File: src/rtl/ctgs_ram.sv
// Simple dual-port RAM: one write port, one read port, registered read data.
module ctgs_ram #(
  parameter int WIDTH  = 8,
  parameter int DEPTH  = 256,
  parameter int ADDR_W = (DEPTH > 1) ? $clog2(DEPTH) : 1
) (
  input  logic              clk,
  input  logic              we,
  input  logic [ADDR_W-1:0] waddr,
  input  logic [WIDTH-1:0]  wdata,
  input  logic [ADDR_W-1:0] raddr,
  output logic [WIDTH-1:0]  rdata
);

  logic [WIDTH-1:0] mem [DEPTH];

  always_ff @(posedge clk) begin
    if (we) begin
      mem[waddr] <= wdata;
    end
    rdata <= mem[raddr];
  end

endmodule

File: config.mk
export PLATFORM = sky130hd
export DESIGN_NAME = ctgs_ram
export DESIGN_NICKNAME = d
export VERILOG_FILES = /design/src/rtl/ctgs_ram.sv
export SDC_FILE = /design/constraint.sdc
export NUM_CORES = 2
export LEC_CHECK = 0
export BUFFER_PORTS_ARGS = -buffer_cell sky130_fd_sc_hd__buf_2
export CAP_MARGIN = 20
export CELL_PAD_IN_SITES_DETAIL_PLACEMENT = 2
export CELL_PAD_IN_SITES_GLOBAL_PLACEMENT = 2
export CORE_MARGIN = 2
export CORE_UTILIZATION = 46
export DETAILED_ROUTE_END_ITERATION = 8
export PLACE_DENSITY = 0.84
export SYNTH_ARGS = -nofsm -noshare
export SYNTH_HDL_FRONTEND = slang
export SYNTH_SLANG_ARGS = --single-unit
File: constraint.sdc
create_clock -name clk -period 2.6 [get_ports clk]
set_input_delay 0.52 -clock clk [delete_from_list [all_inputs] [get_ports clk]]
set_output_delay 0.52 -clock clk [all_outputs]
set_load 0.005 [all_outputs]
==> Yosys cells after proc, flatten, opt, wreduce, memory -nomap -nowiden <==
Memories as Yosys holds them, arrays and structs flattened. A register that Yosys moved wholly into a read port is not among the register bits.
Cells that the tools add are included.
{ "word_totals": {"elab_cells": 3, "mem_count": 1, "output_inout_bits": 8, "ramBits": 2048, "input_bits": 26, "reg_bits": 0} }
{ "classes": {"n_mux": 2} }
{ "memory_table": {"columns": ["memory", "depth", "width", "read_ports", "rd_ports_with_merged_regs", "write_ports", "line", "text"], "rows": [
  ["mem", 256, 8, 1, 1, 1, "15", "logic [WIDTH-1:0] mem [DEPTH];"]
]} }
{ "ops": {"columns": ["cell", "n"], "rows": [
  ["$mux W1", 2]
]} }

==> Depth between registers and ports, before layout <==
{ "depth": {"word_depth": 2, "depth_mapped": 11, "mapped_depth_nobuf": 6} }

==> Worst setup path after synthesis <==
OpenSTA, ideal clock, no wires.
{ "synth_timing": {"path_kind": "in2reg", "from": "in raddr[0]", "to": "reg rdata[2] (read register of mem)", "required_time_ns": 2.469, "arrival_time_ns": 2.327, "setup_time_ns": 0.131, "slack_ns": 0.142, "path_buffers": 4, "path_stages": 9, "path_cell_list": "buf_6 > buf_12 > buf_8 > buf_2 > mux4_2 > a22oi_1 > a21oi_1 > nor4_1 > nor4_2"} }
{ "synth_lines": {"columns": ["element", "line", "text"], "rows": [
  ["start, declared", "11", "input logic [ADDR_W-1:0] raddr,"],
  ["end, declared", "12", "output logic [WIDTH-1:0] rdata"]
]} }

==> impl_results.md <==
- Status: finished with violations
- Failing checks: negative setup slack
- DRC: 0
- Core footprint: 0.1717 mm2
- Max Root-Sink Buffers: 3
- Number of global-route vias before repair: 49770
- Place WS: -1268 ps
- Post-synth EDFFs: 2048
- Async SR Flop Fraction: 0%
- Net Count, Synth: 3759
- Final setup vio count: 3
- Vias/cell: 6.846
- FF+latch count, synth: 2056
- Drt total wl: 322600 um
- Synth top area share: 77.30%
- Worst Setup SP: raddr[0]
- Largest family of logic cells by synthesized area: multiplexers
- Finished Core Util: 55.18%
- Final Hold Fails: 0
- Adder-Cell Fraction of Synth Area: 0%
- First-pass iteration count of the detailed router: 6
- CP arrival: 3520 ps
- Register Area: 0.06166 mm2
- Fin crit period: 2775 ps
- Top FF cell, synth: edfxtp_1
- All-Layer GR Usage: 37.04%
- Worst Skew: 51.39 ps
- Crit. End Element: flip-flop
- Hold_buf cts: 0
- Final GP Congestion: 0.8633
- Port bufs: 33
- Tcrit/Tclk final: 106.7%
- Num CTS Buffers: 211
- Die area: 0.1763 mm2
- Worst-Skew Late Latency: 880 ps
- Critical Path End: rdata[5]
- WS Path Type: in -> reg
- Synth warn: 0
- Type of origin of the critical path: input pin
- Final nets: 4470
- Gate Count Post-Synth: 3733
- Hpwl dp: 196200 um
- Die height: 419.9 um
- Global-route wire length before repair: 441900 um
- Synthesis-to-layout area growth: 19.11%
- Die Width: 419.9 um
- H-tree levels: 4
- Setup TNS: -216.6 ps
- Critical R2R Capture: rdata[3]
- Synth top cells by count: edfxtp_1, mux4_2, nor2_1
- Worst-Margin Slew: 834.9 ps
- CTS sink cnt: 2056
- Layout cells sized above 1: 32.94%
- Peak Freq: 360.3 MHz
- Initial antenna violation count: 17
- Final worst setup slack: -175.1 ps
- 1st-iter DRT viols: 7622
- Multiplexer area fraction after synthesis: 14.62%
- R2R cell count: 8
- # fillers: 14150
- Initial Util: 46.33%
- Max_slew headroom: 44.34%
- Data required, critical path: 3350 ps
- Root Buffer: clkbuf_16
- Sequential fraction of the synthesis area: 77.50%
- CP Max Fanout: 12
- Footprint of the multi-input gates: 0.01665 mm2
- Reg2reg start: mem[211][3]
- Final ANT Viol Nets: 0
- Register-to-register setup slack: -40 ps
- Syn Area/Cell: 21.31 um2
- Hold Path Class: in -> reg
- Ports: 34
- Largest net degree at the start of global routing: 107
- Post-synth design cell area: 0.07956 mm2
- Top post-synthesis cells by area: edfxtp_1, mux4_2, mux2i_1, nor2_1, a22oi_1
- Pleak: 30.78 nW
- Grt ovf: 0
- Synth Area in XOR/XNOR: 0%
- Final Power: 72.92 mW
- Peak supply drop: 811.6 uV
- Final Max Slew Viols: 0
- Top-count cell post-synth: edfxtp_1
- WL per Instance: 46.39 um
- Clock Pin Slew Worst Setup and Hold Paths: 70 ps
- Rows: 152
- Pwr Density: 769.5 mW/mm2
- Netlist cell types: 55
- Max_cap viols: 0
- Compound-Gate Fraction of Synth Area: 3.419%
- CTS tree: done
- Routed vias: 47600
- Largest area contributor in the netlist: edfxtp_1
- Post-Synth Simple-Gate Area: 2.628%
## how the worst min path moves through the flow
stage,from,to,depth (start not counted)
final,wdata[2],mem[71][2],1
after CTS,wdata[2],mem[71][2],1
after global routing,wdata[2],mem[71][2],1
after floorplan,wdata[0],mem[0][0],0
after global placement,wdata[2],mem[70][2],1
after detailed placement,wdata[2],mem[70][2],1
## what timing repair did
item / in CTS / in global routing
cloned: 0 / 0
endpoints found under the setup margin: 8 / 6
pin swaps: 4 / 3
resized for setup: 21 / 9
buffers inserted: 0 / 0
## per-layer routing
metal	global-route usage, %	up-vias	wire length (um)
met3	8.068	1129	29540
met4	23.29	16	24350
li1	-	17170	-
met1	44.59	25360	110000
met5	0	-	105
met2	60.92	3923	158600
## critical path, cell delays in order
cell and delay (ps):
buf_8 150, buf_12 210, buf_4 280, buf_4 320, mux2i_1 400, o221ai_2 230
buf_4 200, a21oi_1 240, o32ai_2 150, nor3_2 450, buf_4 250, nor4_1 70
## placed cells by master (no fill, tap or decap), types with 10 or more instances in the layout
cell       netlist  layout
a22oi_1        133     133
bufinv_16        0      22
o221ai_1        46      45
a211oi_1        16      15
mux4_2         454     454
o21ai_0         10      10
o22ai_1         28      28
edfxtp_1      2048    2048
nand4_1         10      10
a221oi_1        13      12
nor2_1         282     278
clkbuf_16        0     216
clkbuf_1       111      44
a21oi_1         96      95
nand2_1         33      33
o211ai_1        10      10
clkinv_1         1      57
diode_2          0      17
mux2i_1        134     134
buf_2           31      21
buf_12           8      91
nor2b_1         31      28
buf_4           27     609
nand3_1         34      34
clkinv_2         0      37
nor4_1          24      15
nor3_1          22      15
nor4_2           3      10
## sequential cells by signal (all words and copies together), names as in the netlist
signal	flops
mem	2048
rdata	8
## layout make-up
type	count	area share (%)
clock inverter	129	1.285
inverter	2	0.007922
antenna	17	0.04489
tap	2310	3.050
sequential	2056	65.07
timing repair buffer	731	7.014
multi-input combinational	1442	17.57
clock buffer	266	5.965
## where the power goes
| part | internal, mW | switching (mW) | leakage, nW | total [mW] |
|---|---|---|---|---|
| clock network | 17.6 | 14.3 | 3.36 | 31.9 |
| logic | 1.58 | 2.82 | 8.95 | 4.41 |
| registers | 36.5 | 0.122 | 18.5 | 36.6 |
## kinds of logic after synthesis
family | after synthesis
compound gates | 385
simple gates | 466
buf+inv | 235
flops | 2056
mux | 591
## stage by stage
stage               hold slack, ps  instance area (um2)  instances
floorplan                    618.9                79560       3733
global placement             908.3                87670       6540
detailed placement           922.8                87680       6541
CTS                          7.459                94670       6936
global route                 35.60                94730       6939
finish                       46.98                94760       6953
Power figures use the tool's default switching activity.
